--- src/rtl/plc_pkg.sv ---
// Shared constants and register codes for the piecewise linear calibration core.
package plc_pkg;

  // Calibration points and segments between them.
  localparam int unsigned NUM_POINTS = 5;
  localparam int unsigned NUM_SEGS   = NUM_POINTS - 1;
  localparam int unsigned POINT_W    = 3;

  // Fixed field widths.
  localparam int unsigned BASE_W = 12;
  localparam int unsigned STEP_W = 10;
  localparam int unsigned OUT_W  = 13;
  localparam int unsigned QUOT_W = STEP_W;
  localparam int unsigned IDX_W  = 3;

  // Reset values of the breakpoints and the default step in whole degrees.
  localparam int unsigned BpReset [NUM_POINTS] = '{180, 1000, 2100, 3000, 3900};
  localparam int unsigned StepResetDeg = 45;

  // Configuration register indexes.
  typedef enum logic [IDX_W-1:0] {
    REG_BP0        = 3'd0,
    REG_BP1        = 3'd1,
    REG_BP2        = 3'd2,
    REG_BP3        = 3'd3,
    REG_BP4        = 3'd4,
    REG_ANGLE_BASE = 3'd5,
    REG_ANGLE_STEP = 3'd6
  } reg_idx_e;

endpackage

--- src/rtl/plc_seg_select.sv ---
// First pipeline stage: picks the segment, its offset, width and starting angle.
module plc_seg_select #(
  parameter int unsigned SAMPLE_BITS = 12
) (
  input  logic                        clk_i,
  input  logic                        rst_ni,
  input  logic                        valid_i,
  output logic                        ready_o,
  input  logic [SAMPLE_BITS-1:0]      sample_i,
  input  logic [SAMPLE_BITS-1:0]      bp_i [plc_pkg::NUM_POINTS],
  input  logic [plc_pkg::BASE_W-1:0]  angle_base_i,
  input  logic [plc_pkg::STEP_W-1:0]  angle_step_i,
  output logic                        valid_o,
  input  logic                        ready_i,
  output logic [SAMPLE_BITS-1:0]      dist_o,
  output logic [SAMPLE_BITS-1:0]      width_o,
  output logic [plc_pkg::OUT_W-1:0]   angle_o
);

  logic                          valid_q;
  logic [SAMPLE_BITS-1:0]        dist_d, dist_q;
  logic [SAMPLE_BITS-1:0]        width_d, width_q;
  logic [plc_pkg::OUT_W-1:0]     angle_d, angle_q;
  logic [plc_pkg::POINT_W-1:0]   idx;
  logic [SAMPLE_BITS-1:0]        lo_bp, hi_bp;
  logic                          found;

  // Segment search: clamp below and above, else the first enclosing segment.
  always_comb begin
    idx   = plc_pkg::POINT_W'(plc_pkg::NUM_POINTS - 1);
    lo_bp = bp_i[0];
    hi_bp = bp_i[1];
    found = 1'b0;
    if (sample_i <= bp_i[0]) begin
      idx = '0;
    end else if (sample_i >= bp_i[plc_pkg::NUM_POINTS-1]) begin
      idx = plc_pkg::POINT_W'(plc_pkg::NUM_POINTS - 1);
    end else begin
      for (int i = 0; i < plc_pkg::NUM_SEGS; i++) begin
        if (!found && sample_i >= bp_i[i] && sample_i <= bp_i[i+1]) begin
          found = 1'b1;
          idx   = plc_pkg::POINT_W'(i);
          lo_bp = bp_i[i];
          hi_bp = bp_i[i+1];
        end
      end
    end
    // Without a segment of non-zero width the quotient is forced to zero.
    if (found && hi_bp != lo_bp) begin
      dist_d  = sample_i - lo_bp;
      width_d = hi_bp - lo_bp;
    end else begin
      dist_d  = '0;
      width_d = SAMPLE_BITS'(1);
    end
    angle_d = plc_pkg::OUT_W'(angle_base_i)
            + plc_pkg::OUT_W'(idx) * plc_pkg::OUT_W'(angle_step_i);
  end

  assign ready_o = !valid_q || ready_i;

  always_ff @(posedge clk_i or negedge rst_ni) begin
    if (!rst_ni) begin
      valid_q <= 1'b0;
    end else if (ready_o) begin
      valid_q <= valid_i;
    end
  end

  always_ff @(posedge clk_i) begin
    if (ready_o && valid_i) begin
      dist_q  <= dist_d;
      width_q <= width_d;
      angle_q <= angle_d;
    end
  end

  assign valid_o = valid_q;
  assign dist_o  = dist_q;
  assign width_o = width_q;
  assign angle_o = angle_q;

endmodule

--- src/rtl/plc_div_cell.sv ---
// One cell of the division chain: settles a single quotient bit per word.
module plc_div_cell #(
  parameter int unsigned SAMPLE_BITS = 12,
  parameter int unsigned QBIT        = 0
) (
  input  logic                                    clk_i,
  input  logic                                    rst_ni,
  input  logic                                    valid_i,
  output logic                                    ready_o,
  input  logic [SAMPLE_BITS+plc_pkg::STEP_W-1:0]  rem_i,
  input  logic [SAMPLE_BITS-1:0]                  div_i,
  input  logic [plc_pkg::QUOT_W-1:0]              quot_i,
  input  logic [plc_pkg::OUT_W-1:0]               angle_i,
  output logic                                    valid_o,
  input  logic                                    ready_i,
  output logic [SAMPLE_BITS+plc_pkg::STEP_W-1:0]  rem_o,
  output logic [SAMPLE_BITS-1:0]                  div_o,
  output logic [plc_pkg::QUOT_W-1:0]              quot_o,
  output logic [plc_pkg::OUT_W-1:0]               angle_o
);

  localparam int unsigned RemW = SAMPLE_BITS + plc_pkg::STEP_W;

  logic                        valid_q;
  logic [RemW-1:0]             rem_d, rem_q;
  logic [SAMPLE_BITS-1:0]      div_q;
  logic [plc_pkg::QUOT_W-1:0]  quot_d, quot_q;
  logic [plc_pkg::OUT_W-1:0]   angle_q;
  logic [RemW-1:0]             shifted_div;

  // Restoring step: subtract the divisor at this bit weight if it fits.
  always_comb begin
    shifted_div = RemW'(div_i) << QBIT;
    if (rem_i >= shifted_div) begin
      rem_d  = rem_i - shifted_div;
      quot_d = quot_i | (plc_pkg::QUOT_W'(1) << QBIT);
    end else begin
      rem_d  = rem_i;
      quot_d = quot_i;
    end
  end

  assign ready_o = !valid_q || ready_i;

  always_ff @(posedge clk_i or negedge rst_ni) begin
    if (!rst_ni) begin
      valid_q <= 1'b0;
    end else if (ready_o) begin
      valid_q <= valid_i;
    end
  end

  always_ff @(posedge clk_i) begin
    if (ready_o && valid_i) begin
      rem_q   <= rem_d;
      div_q   <= div_i;
      quot_q  <= quot_d;
      angle_q <= angle_i;
    end
  end

  assign valid_o = valid_q;
  assign rem_o   = rem_q;
  assign div_o   = div_q;
  assign quot_o  = quot_q;
  assign angle_o = angle_q;

endmodule

--- src/rtl/piecewise_linear_calibration_core.sv ---
// Piecewise linear calibration core: maps a converter sample onto an angle in sixteenths of
// a degree by interpolating between five programmable breakpoints. A word is taken on every
// cycle that in_stall_o is low and passes through the segment select register, the multiply
// register for the offset-times-step multiply, the ten division cells (one quotient bit
// each) and the output register, in order. Every stage holds its word only while
// the stage after it is full and stalled, so bubbles close up and throughput stays at one
// word per cycle whenever the output is not stalled. Samples at or below the first breakpoint
// give the first angle, samples at or above the last give the last angle, a zero-width
// segment gives its lower angle and unordered breakpoints with no enclosing segment give the
// last angle. Configuration is always ready and should only be written while the core is
// empty.
module piecewise_linear_calibration_core #(
  parameter int unsigned SAMPLE_BITS = 12,
  parameter int unsigned FRAC_BITS   = 4,
  localparam int unsigned CfgW = (SAMPLE_BITS > plc_pkg::BASE_W) ? SAMPLE_BITS
                                                                 : plc_pkg::BASE_W
) (
  input  logic                        clk_i,
  input  logic                        rst_ni,
  // Sample input
  input  logic                        in_valid_i,
  output logic                        in_stall_o,
  input  logic [SAMPLE_BITS-1:0]      raw_sample_i,
  // Angle output
  output logic                        out_valid_o,
  input  logic                        out_stall_i,
  output logic [plc_pkg::OUT_W-1:0]   angle_q4_o,
  // Configuration writes
  input  logic                        cfg_valid_i,
  output logic                        cfg_ready_o,
  input  logic [plc_pkg::IDX_W-1:0]   cfg_index_i,
  input  logic [CfgW-1:0]             cfg_wdata_i
);

  localparam int unsigned RemW  = SAMPLE_BITS + plc_pkg::STEP_W;
  localparam int unsigned Cells = plc_pkg::QUOT_W;

  // Configuration registers.
  logic [SAMPLE_BITS-1:0]       bp_q [plc_pkg::NUM_POINTS];
  logic [plc_pkg::BASE_W-1:0]   angle_base_q;
  logic [plc_pkg::STEP_W-1:0]   angle_step_q;

  // Segment select stage outputs.
  logic                         sel_ready, sel_valid;
  logic [SAMPLE_BITS-1:0]       sel_dist, sel_width;
  logic [plc_pkg::OUT_W-1:0]    sel_angle;

  // Multiply stage.
  logic                         mul_ready, mul_valid_q;
  logic [RemW-1:0]              prod_q;
  logic [SAMPLE_BITS-1:0]       mul_div_q;
  logic [plc_pkg::OUT_W-1:0]    mul_angle_q;

  // Links between the division cells; link k feeds cell k.
  logic                         lnk_valid [Cells+1];
  logic                         lnk_ready [Cells+1];
  logic [RemW-1:0]              lnk_rem   [Cells+1];
  logic [SAMPLE_BITS-1:0]       lnk_div   [Cells+1];
  logic [plc_pkg::QUOT_W-1:0]   lnk_quot  [Cells+1];
  logic [plc_pkg::OUT_W-1:0]    lnk_angle [Cells+1];

  // Output register.
  logic                         out_ready;
  logic                         out_valid_q;
  logic [plc_pkg::OUT_W-1:0]    angle_q;

  // Register writes; an index past the list is ignored.
  assign cfg_ready_o = 1'b1;

  always_ff @(posedge clk_i or negedge rst_ni) begin
    if (!rst_ni) begin
      for (int i = 0; i < plc_pkg::NUM_POINTS; i++) begin
        bp_q[i] <= SAMPLE_BITS'(plc_pkg::BpReset[i]);
      end
      angle_base_q <= '0;
      angle_step_q <= plc_pkg::STEP_W'(plc_pkg::StepResetDeg << FRAC_BITS);
    end else if (cfg_valid_i && cfg_ready_o) begin
      case (plc_pkg::reg_idx_e'(cfg_index_i))
        plc_pkg::REG_BP0:        bp_q[0] <= cfg_wdata_i[SAMPLE_BITS-1:0];
        plc_pkg::REG_BP1:        bp_q[1] <= cfg_wdata_i[SAMPLE_BITS-1:0];
        plc_pkg::REG_BP2:        bp_q[2] <= cfg_wdata_i[SAMPLE_BITS-1:0];
        plc_pkg::REG_BP3:        bp_q[3] <= cfg_wdata_i[SAMPLE_BITS-1:0];
        plc_pkg::REG_BP4:        bp_q[4] <= cfg_wdata_i[SAMPLE_BITS-1:0];
        plc_pkg::REG_ANGLE_BASE: angle_base_q <= cfg_wdata_i[plc_pkg::BASE_W-1:0];
        plc_pkg::REG_ANGLE_STEP: angle_step_q <= cfg_wdata_i[plc_pkg::STEP_W-1:0];
        default: ;
      endcase
    end
  end

  // Segment selection.
  plc_seg_select #(
    .SAMPLE_BITS (SAMPLE_BITS)
  ) u_seg_select (
    .clk_i        (clk_i),
    .rst_ni       (rst_ni),
    .valid_i      (in_valid_i),
    .ready_o      (sel_ready),
    .sample_i     (raw_sample_i),
    .bp_i         (bp_q),
    .angle_base_i (angle_base_q),
    .angle_step_i (angle_step_q),
    .valid_o      (sel_valid),
    .ready_i      (mul_ready),
    .dist_o       (sel_dist),
    .width_o      (sel_width),
    .angle_o      (sel_angle)
  );

  assign in_stall_o = !sel_ready;

  // Offset times step; the quotient of this by the width never exceeds the step.
  assign mul_ready = !mul_valid_q || lnk_ready[0];

  always_ff @(posedge clk_i or negedge rst_ni) begin
    if (!rst_ni) begin
      mul_valid_q <= 1'b0;
    end else if (mul_ready) begin
      mul_valid_q <= sel_valid;
    end
  end

  always_ff @(posedge clk_i) begin
    if (mul_ready && sel_valid) begin
      prod_q      <= RemW'(sel_dist) * RemW'(angle_step_q);
      mul_div_q   <= sel_width;
      mul_angle_q <= sel_angle;
    end
  end

  assign lnk_valid[0] = mul_valid_q;
  assign lnk_rem[0]   = prod_q;
  assign lnk_div[0]   = mul_div_q;
  assign lnk_quot[0]  = '0;
  assign lnk_angle[0] = mul_angle_q;

  // Division chain, most significant quotient bit first.
  for (genvar k = 0; k < Cells; k++) begin : g_cell
    plc_div_cell #(
      .SAMPLE_BITS (SAMPLE_BITS),
      .QBIT        (Cells - 1 - k)
    ) u_cell (
      .clk_i   (clk_i),
      .rst_ni  (rst_ni),
      .valid_i (lnk_valid[k]),
      .ready_o (lnk_ready[k]),
      .rem_i   (lnk_rem[k]),
      .div_i   (lnk_div[k]),
      .quot_i  (lnk_quot[k]),
      .angle_i (lnk_angle[k]),
      .valid_o (lnk_valid[k+1]),
      .ready_i (lnk_ready[k+1]),
      .rem_o   (lnk_rem[k+1]),
      .div_o   (lnk_div[k+1]),
      .quot_o  (lnk_quot[k+1]),
      .angle_o (lnk_angle[k+1])
    );
  end

  assign lnk_ready[Cells] = out_ready;

  // Output register: segment start angle plus the truncated quotient.
  assign out_ready = !out_valid_q || !out_stall_i;

  always_ff @(posedge clk_i or negedge rst_ni) begin
    if (!rst_ni) begin
      out_valid_q <= 1'b0;
    end else if (out_ready) begin
      out_valid_q <= lnk_valid[Cells];
    end
  end

  always_ff @(posedge clk_i) begin
    if (out_ready && lnk_valid[Cells]) begin
      angle_q <= lnk_angle[Cells] + plc_pkg::OUT_W'(lnk_quot[Cells]);
    end
  end

  assign out_valid_o = out_valid_q;
  assign angle_q4_o  = angle_q;

endmodule
--- config.mk ---
export PLATFORM = sky130hd
export DESIGN_NAME = piecewise_linear_calibration_core
export DESIGN_NICKNAME = d
export VERILOG_FILES = /design/src/rtl/plc_pkg.sv /design/src/rtl/plc_seg_select.sv /design/src/rtl/plc_div_cell.sv /design/src/rtl/piecewise_linear_calibration_core.sv
export SDC_FILE = /design/constraint.sdc
export NUM_CORES = 1
export LEC_CHECK = 0
export BUFFER_PORTS_ARGS = -buffer_cell sky130_fd_sc_hd__clkbuf_2
export CORE_MARGIN = 2
export CORE_UTILIZATION = 50
export CTS_CLUSTER_SIZE = 8
export DETAILED_ROUTE_END_ITERATION = 6
export HOLD_SLACK_MARGIN = 0.06
export PLACE_DENSITY = 0.72
export SLEW_MARGIN = 20
export SYNTH_ARGS = -nofsm -noshare
export SYNTH_HDL_FRONTEND = slang
export SYNTH_SLANG_ARGS = --single-unit
--- constraint.sdc ---
create_clock -name clk_i -period 6.8 [get_ports clk_i]
set_clock_uncertainty 0.05 [all_clocks]
set_input_delay 0.68 -clock clk_i [delete_from_list [all_inputs] [get_ports clk_i]]
set_output_delay 0.68 -clock clk_i [all_outputs]
set_load 0.005 [all_outputs]
# Word level (Yosys, flattened, before mapping)
# Index checks and enable logic that the tools add are counted.
# totals
register_bits	728
latch_bits	0
ramBits	0
romBits	0
in_bits	32
out_inout_bits	16
elab_cells	214
memories	0
# op_classes
n_addsub	13
multipliers	2
div_mod_pow	0
order_cmp	20
n_eq_ne	7
n_shift	0
muxes	38
bitwise_logic	0
n_reduce_logical	60
# ops
op	count
2-to-1 mux 22 bit	9
2-to-1 mux 12 bit	10
greater-or-equal comparator 12 bit	5
<= comparator 12 bit	5
subtractor 12 bit	2
greater-or-equal comparator 22 x 12 -> 1 bit	1
greater-or-equal comparator 22 x 13 -> 1 bit	1
greater-or-equal comparator 22 x 14 -> 1 bit	1
greater-or-equal comparator 22 x 15 -> 1 bit	1
greater-or-equal comparator 22 x 16 -> 1 bit	1
greater-or-equal comparator 22 x 17 -> 1 bit	1
greater-or-equal comparator 22 x 18 -> 1 bit	1
greater-or-equal comparator 22 x 19 -> 1 bit	1
greater-or-equal comparator 22 x 20 -> 1 bit	1
greater-or-equal comparator 22 x 21 -> 1 bit	1
multiplier 12 x 10 -> 22 bit	1
subtractor 22 x 13 -> 22 bit	1
subtractor 22 x 14 -> 22 bit	1
subtractor 22 x 15 -> 22 bit	1
subtractor 22 x 16 -> 22 bit	1
subtractor 22 x 17 -> 22 bit	1
subtractor 22 x 18 -> 22 bit	1
subtractor 22 x 19 -> 22 bit	1
subtractor 22 x 20 -> 22 bit	1
16 further kinds	90

# Logic depth before layout (Yosys ltp)
# Gate-level depths: netlist (run 1).
# depth
depth_word	25
ltp_mapped	29

# Cells and area by module
# Synthesis (run 1) repeated with hierarchy kept, for this count alone.
# unflattened
cells_unflattened	3476
hier_area_um2	42553.3
# modules_own_cells
module	n_inst	cells_per_inst	area_each_um2	seq_area_each_um2
piecewise_linear_calibration_core	1	758	9390.3	3945.0
plc_seg_select	1	767	6073.3	1136.1
plc_div_cell (g_cell[8].u_cell)	1	211	2817.7	1736.7
plc_div_cell (g_cell[9].u_cell)	1	207	2790.2	1736.7
plc_div_cell (g_cell[6].u_cell)	1	210	2765.2	1736.7
plc_div_cell (g_cell[2].u_cell)	1	190	2723.9	1736.7
plc_div_cell (g_cell[7].u_cell)	1	194	2685.1	1736.7
plc_div_cell (g_cell[1].u_cell)	1	193	2683.8	1736.7
plc_div_cell (g_cell[5].u_cell)	1	189	2667.6	1736.7
plc_div_cell (g_cell[3].u_cell)	1	196	2663.8	1736.7
plc_div_cell (g_cell[4].u_cell)	1	195	2653.8	1736.7
plc_div_cell (g_cell[0].u_cell)	1	166	2638.8	1736.7

# Worst setup path after synthesis (run 1)
# Ideal clock, no wire load.
# synth_path
path_type	input port to flip-flop
startpoint	in raw_sample_i[10]
endpoint	reg u_seg_select.angle_q (netlist bit u_seg_select.angle_o[12]), data pin
arrival_time_ns	5.776
setup_slack_ns	0.714
stages	27
path_cell_list	ha_1 > and4_1 > nand4_1 > a21o_1 > and3b_1 > or2_1 > clkbuf_1 > nor2b_1 > clkbuf_1 > buf_2 > nor2_1 > nor2_1 > nand2_1 > fa_1 > fa_1 > inv_1 > ha_1 > a21o_1 > a21oi_1 > o21ai_0 > a21oi_1 > o21ai_0 > a21oi_1 > o21ai_0 > nor4_1 > nor3_1 > xnor2_1
# synth_between
elab_chain_cells	25
word_cells_on_any_way	37
classes_between	add/sub: 1; mul: 1; order compare: 10; mux: 15; reduce/logical: 10
# synth_lines
item	line	text
start: declaration	piecewise_linear_calibration_core.sv:23	input logic [SAMPLE_BITS-1:0] raw_sample_i,
greater-or-equal comparator 12 bit or <= comparator 12 bit (tied branches)	plc_seg_select.sv:40	if (!found && sample_i >= bp_i[i] && sample_i <= bp_i[i+1]) begin
logical AND 1 bit	plc_seg_select.sv:40	
2-to-1 mux 1 bit	plc_seg_select.sv:40	
2-to-1 mux 1 bit	plc_seg_select.sv:36	end else if (sample_i >= bp_i[plc_pkg::NUM_POINTS-1]) begin
2-to-1 mux 1 bit	plc_seg_select.sv:34	if (sample_i <= bp_i[0]) begin
zero test 1 bit	plc_seg_select.sv:40	
logical AND 1 bit (2 in series)	plc_seg_select.sv:40	
2-to-1 mux 1 bit	plc_seg_select.sv:40	
[8 not listed]	n/a	
zero test 1 bit	plc_seg_select.sv:40	
logical AND 1 bit (2 in series)	plc_seg_select.sv:40	
2-to-1 mux 3 bit	plc_seg_select.sv:40	
2-to-1 mux 3 bit	plc_seg_select.sv:36	
2-to-1 mux 3 bit *	plc_seg_select.sv:34	
multiplier 3 x 10 -> 13 bit *	plc_seg_select.sv:57	+ plc_pkg::OUT_W'(idx) * plc_pkg::OUT_W'(angle_step_i);
adder 12 x 13 -> 13 bit *	plc_seg_select.sv:57	
named net u_seg_select.angle_d (one bit)	plc_seg_select.sv:23	logic [plc_pkg::OUT_W-1:0] angle_d, angle_q;
end signal: assignment	plc_seg_select.sv:74	angle_q <= angle_d;
end: declaration	plc_seg_select.sv:23	
# The timed path passes the listed nets; every way through them passes the cells marked *. The select of a mux whose other input is x is not followed.
# A chain may end at the register's enable or synchronous reset.

# Final worst setup path (run 1)
# layout_path
startpoint	reg bp_q[41] (netlist bit)
endpoint	reg u_seg_select.angle_q (netlist bit u_seg_select.angle_o[12]), data pin
# layout_between
elab_chain_cells	25
word_cells_on_any_way	29
classes_between	add/sub: 1; mul: 1; order compare: 2; mux: 15; reduce/logical: 10
# layout_lines
item	line	text
start: declaration	piecewise_linear_calibration_core.sv:39	logic [SAMPLE_BITS-1:0] bp_q [plc_pkg::NUM_POINTS];
start signal: indexed assignment	piecewise_linear_calibration_core.sv:73	bp_q[i] <= SAMPLE_BITS'(plc_pkg::BpReset[i]);
<= comparator 12 bit	plc_seg_select.sv:40	
logical AND 1 bit	plc_seg_select.sv:40	
2-to-1 mux 1 bit	plc_seg_select.sv:40	
2-to-1 mux 1 bit	plc_seg_select.sv:36	
2-to-1 mux 1 bit	plc_seg_select.sv:34	
zero test 1 bit	plc_seg_select.sv:40	
logical AND 1 bit (2 in series)	plc_seg_select.sv:40	
2-to-1 mux 1 bit	plc_seg_select.sv:40	
[8 not listed]	n/a	
zero test 1 bit	plc_seg_select.sv:40	
logical AND 1 bit (2 in series)	plc_seg_select.sv:40	
2-to-1 mux 3 bit *	plc_seg_select.sv:40	
2-to-1 mux 3 bit *	plc_seg_select.sv:36	
2-to-1 mux 3 bit *	plc_seg_select.sv:34	
multiplier 3 x 10 -> 13 bit *	plc_seg_select.sv:57	
adder 12 x 13 -> 13 bit *	plc_seg_select.sv:57	
named net u_seg_select.angle_d (one bit)	plc_seg_select.sv:23	
# Marked as above.

==> results of run 1 <==
==> layer usage <==
metal / wire length, um / up-vias
li1: - / 11500
met1: 32100 / 11300
met2: 37200 / 505
met3: 3060 / 147
met4: 2400 / 0
met5: 0 / -
==> cell families after synthesis <==
family / share of synthesized area
fa+ha+maj: 0.152
mux: 0.0269
compound gates: 0.0935
buf+inv: 0.0464
other cells: 0.0000995
flops: 0.533
simple gates: 0.111
xor+xnor: 0.0371
==> state kept, by name (all words and copies together) (netlist names), 13 cells and up <==
signal	cells
g_cell.u_cell.div_o	108
g_cell.u_cell.angle_o	130
g_cell.u_cell.rem_o	198
angle_q4_o	13
g_cell.u_cell.quot_o	55
mul_angle_q	13
bp_q	60
u_seg_select.angle_o	13
prod_q	22
==> critical path: stages (launching register included) <==
cell	delay, ns
dfstp_2	0.52
inv_1	0.07
ha_1	0.30
a21o_1	0.16
a221o_1	0.32
a221oi_2	0.32
and3b_1	0.26
o211ai_2	0.13
a21oi_1	0.34
nor2_1	0.09
nor2_1	0.15
nand2_1	0.10
fa_1	0.49
fa_1	0.58
inv_1	0.06
ha_1	0.29
a21o_1	0.18
a21oi_1	0.21
o21ai_0	0.10
a21oi_1	0.22
o21ai_0	0.10
a21oi_1	0.23
o21ai_0	0.15
nor4_1	0.21
nor3_1	0.11
xnor2_1	0.13
==> report_power, final <==
| part | internal [W] | switching, W | total, W |
|---|---|---|---|
| combinational | 0.00400 | 0.00515 | 0.00915 |
| sequential | 0.00653 | 0.000784 | 0.00731 |
| clock | 0.00257 | 0.00171 | 0.00428 |
==> stage by stage <==
| step | total power [W] | cell area (sq um) | utilization | instances | worst slack, ns |
|---|---|---|---|---|---|
| 2_1_floorplan | 0.0141 | 37700 | - | 3215 | 0.714 |
| 3_3_place_gp | 0.0163 | 39200 | 0.525 | 4188 | 0.512 |
| 3_5_place_dp | 0.0164 | 39200 | 0.525 | 4188 | 0.457 |
| 4_1_cts | 0.0209 | 41900 | 0.562 | 4331 | 0.703 |
| 5_1_grt | 0.0224 | 41900 | 0.562 | 4331 | 0.141 |
| 6_report | 0.0207 | 41900 | 0.562 | 4331 | 0.666 |
==> layout by cell type, fill, tap and decap left out, drive strengths merged, types with 18 or more instances in the layout <==
master and n:
xnor2 104, fa 109, o211ai 26, mux2 57
o21ai 186, ha 284, nand3 37, a21oi 158
edfxtp 588, a21o 44, buf 32, dfstp 33
dfrtp 62, o31ai 20, nand2b 32, a21boi 33
and2 97, clkbuf 180, mux2i 37, nor2b 41
a211oi 21, nand2 283, nor4 26, xor2 53
nor3 62, o21a 18, inv 389, nor2 166
nand4 33
==> final timing paths <==
kind	endpoint	cells past startpoint
min in group asynchronous	bp_q[30]	2
worst max-delay path	u_seg_select.angle_o[12]	25
worst max register to register	u_seg_select.angle_o[12]	25
max in group asynchronous	angle_base_q[2]	3
worst min-delay path	u_seg_select.valid_o	2
worst min register to register	g_cell[0].u_cell.angle_o[8]	0
==> what timing repair did <==
action                                  CTS  global route
endpoints found under the hold margin    15             0
endpoints found under the setup margin    0             0
hold buffers                              1             0
==> final cells by class <==
type	count	area, sq um	share of cell area
repair buffers	78	475	0.0113
inverters	388	1460	0.0347
multi-input cells	2071	16000	0.381
clock buffers	135	2540	0.0605
flip-flops and latches	683	20100	0.479
well taps	969	1210	0.0289
clock inverters	7	175	0.00418
==> impl_metrics.tcl, run 1 <==
set metrics [dict create \
    diodes 0 \
    io_buffers 46 \
    core_sq_um 74600 \
    rows 100 \
    setup_viol 0 \
    ys_seq_area_frac 0.533 \
    drv_slew 0 \
    met1_usage 0.251 \
    whs_ns 0.198 \
    hold_path_class "in -> reg" \
    nets 3742 \
    rr_startpoint "bp_q[41]" \
    synth_edf_count 588 \
    num_vias 23500 \
    synthDistinctLibCells 75 \
    synth-async-reset-ratio 0.139 \
    cp-start-kind "flip-flop" \
    die_area_sq_um 77600 \
    gp_congestion 0.881 \
    clock_latency_ns 0.66 \
    dieWidth_um 279 \
    dieHeight_um 279 \
    synthTopCellsByCount "edfxtp_1, inv_1, ha_1, nand2_1, o21ai_0" \
    wl_per_cell_um 17.3 \
    outcome "finished clean" \
    maxCapViolCount 0 \
    antenna_found_initial 0 \
    grt-busiest-layer "met2" \
    worstPathRequired_ns 7.12 \
    peakVddDrop_v 0.000485 \
    syn_nets 3640 \
    final_hold_viol_count 0 \
    hpwl_um 55000 \
    layout-drive-gt1-share 0.0937 \
    ys_seq_elements 683 \
    synth_ff_type "edfxtp_1" \
    p_leak_nw 17.2 \
    postRouteAntennaNets 0 \
    reg2reg_setup_slack_ns 0.67 \
    viasPerCell 5.43 \
    ctsRootBufferMaster "clkbuf_16" \
    max_freq_mhz 163 \
    grt_pass1_vias 23700 \
    power_density_nw_per_um2 495 \
    min_from "in_valid_i" \
    initialDrtViolationCount 1519 \
    arrival_ns 6.46 \
    period_share 0.902 \
    pin_count 48 \
    clk_pin_slew_ns 0.05 \
    critical_path_class "reg -> reg" \
    rsz0062_at_grt "false" \
    netlist.area_leader.share 0.469 \
    ys_top_cells_by_area "edfxtp_1, ha_1, fa_1" \
    use_met3 0.0285 \
    yosysMostFrequentCell "edfxtp_1" \
    crit_path_start "bp_q[41]" \
    clock_path_buffers 3 \
    cp_max_fo 4 \
    cts_tree "yes" \
    grt_use_total 0.197 \
    worstMarginPinSlew_ns 1.11 \
    drc 0 \
    fin_crit_ns 6.13 \
    clkSinkCount 683 \
    fill_cells 6126 \
    fin_tns_setup_ns 0 \
    wl_um 74800 \
    synth_area_per_cell_sq_um 11.7 \
    start_util 0.505 \
    htree_levels 3 \
    synth_top_cell_by_area "edfxtp_1" \
    post-cts-setup-buffers 0 \
    worstSetupEndpointType "flip-flop" \
    yosysWarnings 0 \
    grt_start_max_net_pins 65 \
    cts_buffers 95 \
    drt_pre_antenna_iters 5 \
    grt_pass1_wl_um 122000 \
    relSlewSlack 0.257 \
    syn_inst 3215 \
    cts.repair.resized 0 \
    synth_area_sq_um 37700 \
    grt_overflow 0 \
    area_growth_pct 11.3 \
    met2_usage 0.344 \
]
Power figures use the tool's default switching activity.
==> run 2, diff against run 1 <==
CTS_BUF_LIST = sky130_fd_sc_hd__clkbuf_8   (was default)
==> impl_metrics.tcl, run 2 (synthesized netlist as in run 1, its figures left out) <==
set metrics [dict create \
    grt_pass1_vias 23400 \
    period_share 0.904 \
    drc 0 \
    postRouteAntennaNets 0 \
    seq_area_sq_um 20100 \
    fin_tns_setup_ns 0 \
    p_int_w 0.0121 \
    reg2reg_setup_slack_ns 0.66 \
    seqPwrFrac 0.373 \
    grt_overflow 0 \
    worstSetupEndpointType "flip-flop" \
    critPathBufInv 2 \
    top_layer "met4" \
    p_switching_w 0.00745 \
    pin_count 48 \
    die_area_sq_um 77600 \
    cts_buffers 108 \
    viasPerCell 5.35 \
    antenna_found_initial 2 \
    nets 3755 \
    power_w 0.0196 \
    fill_cells 6276 \
    outcome "finished clean" \
    wl_um 73300 \
    hold_path_class "in -> reg" \
    cts_tree "yes" \
    final_hold_viol_count 0 \
    pre_cts_slack_ns 0.457 \
    drt_pre_antenna_iters 5 \
    critical-path-max-stage-delay_ns 0.58 \
    dp.cells 4188 \
    whs_ns 0.137 \
    cp_top_family "compound AO/OA/AOI/OAI gates" \
    worstPathRequired_ns 7.20 \
    wl_per_cell_um 16.8 \
    rsz0062_at_grt "false" \
    instances_no_fill 4369 \
    grt_pass1_wl_um 120000 \
    pwr-share-comb 0.466 \
    grt_start_max_net_pins 65 \
    hpwl_um 55000 \
    timing.rr.end "u_seg_select.angle_o[12]" \
    setup_viol 0 \
    cp.depth 25 \
    layout-drive-gt1-share 0.100 \
    p_leak_nw 17.0 \
    r2r_cells 25 \
    crit_top_cell "a21oi_1" \
    endpoint "u_seg_select.angle_o[12]" \
    clock_power_share 0.160 \
    cp_max_fo 4 \
    worstMarginPinSlew_ns 1.09 \
    core_sq_um 74600 \
    num_vias 23400 \
    peakVddDrop_v 0.000477 \
    rows 100 \
    dieHeight_um 279 \
    clock_latency_ns 0.74 \
    area_growth_pct 9.15 \
    relSlewSlack 0.272 \
    maxCapViolCount 0 \
    layout_commonest_cell "edfxtp_1" \
    dieWidth_um 279 \
    initialDrtViolationCount 1240 \
    clkSinkCount 683 \
    wl_met1_um 31600 \
    crit_path_start "bp_q[41]" \
    slowest_stage "fa_1" \
    final_cell_mix "edfxtp_1, inv_1, ha_1" \
    ctsRootBufferMaster "clkbuf_8" \
    holdBufCountCts 1 \
    start_util 0.505 \
    max_freq_mhz 163 \
    io_buffers 46 \
    layout_setup_ws_ns 0.656 \
    critical_path_class "reg -> reg" \
    clock_path_buffers 3 \
    arrival_ns 6.54 \
    largest_register_ffs 198 \
    htree_levels 3 \
    p_sw_frac 0.381 \
    grt_use_total 0.194 \
    multiInputGateArea_sq_um 16000 \
    cts.repair.resized 0 \
    dr_wl_met2_um 36100 \
    clk_pin_slew_ns 0.06 \
    fin_crit_ns 6.14 \
    gp_congestion 0.881 \
    drv_slew 0 \
    cp-start-kind "flip-flop" \
    rr_startpoint "bp_q[41]" \
    power_density_nw_per_um2 475 \
    wl_met3_um 3050 \
    post-cts-setup-buffers 0 \
]
## run 2: cell types whose count changed in the layout (fill, tap and decap cells not counted), sizes merged
cell,previous run,this run
inv,389,423
clkinv,6,28
clkbuf,180,155
clkinvlp,0,3
bufinv,0,2
diode,0,2
## run 2: power by group through the flow
stage / sequential [W] / combinational, W / clock [W]
after floorplan: 0.00700 / 0.00714 / 0
after global placement: 0.00735 / 0.00892 / 0
after detailed placement: 0.00739 / 0.00906 / 0
after CTS: 0.00731 / 0.00916 / 0.00323
after global routing: 0.00743 / 0.0104 / 0.00341
final: 0.00730 / 0.00912 / 0.00313
## run 2: area by class of cell
cell class / count / share of cell area
Sequential cell: 683 / 0.488
Multi-Input combinational cell: 2071 / 0.389
Clock buffer: 110 / 0.0368
Inverter: 388 / 0.0354
Tap cell: 969 / 0.0295
Timing Repair Buffer: 78 / 0.0116
Clock inverter: 68 / 0.00964
Antenna cell: 2 / 0.000122
## run 2: metrics by stage
stage | utilization | area, sq um
6_report | 0.551 | 41100
5_1_grt | 0.551 | 41100
4_1_cts | 0.551 | 41100
3_5_place_dp | 0.525 | 39200
3_3_place_gp | 0.525 | 39200
2_1_floorplan | - | 37700
## run 2: how the worst min path moves through the flow
stage	startpoint	cells after the start	slack, ns	end
finish	in_valid_i	2	0.14	u_seg_select.valid_o
floorplan	rst_ni	0	0.33	angle_base_q[0]
global placement	g_cell[4].u_cell.quot_o[5]	0	0.35	g_cell[5].u_cell.quot_o[5]
global route	out_stall_i	2	0.10	out_valid_o
detailed placement	mul_angle_q[6]	0	0.35	g_cell[0].u_cell.angle_o[6]
CTS	out_stall_i	2	0.09	out_valid_o
## run 2: layer usage
| layer | global-route usage | up-vias |
|---|---|---|
| met1 | 0.245 | 11200 |
| li1 | - | 11600 |
| met3 | 0.0328 | 153 |
| met4 | 0.0776 | 0 |
| met2 | 0.332 | 481 |
| met5 | 0 | - |
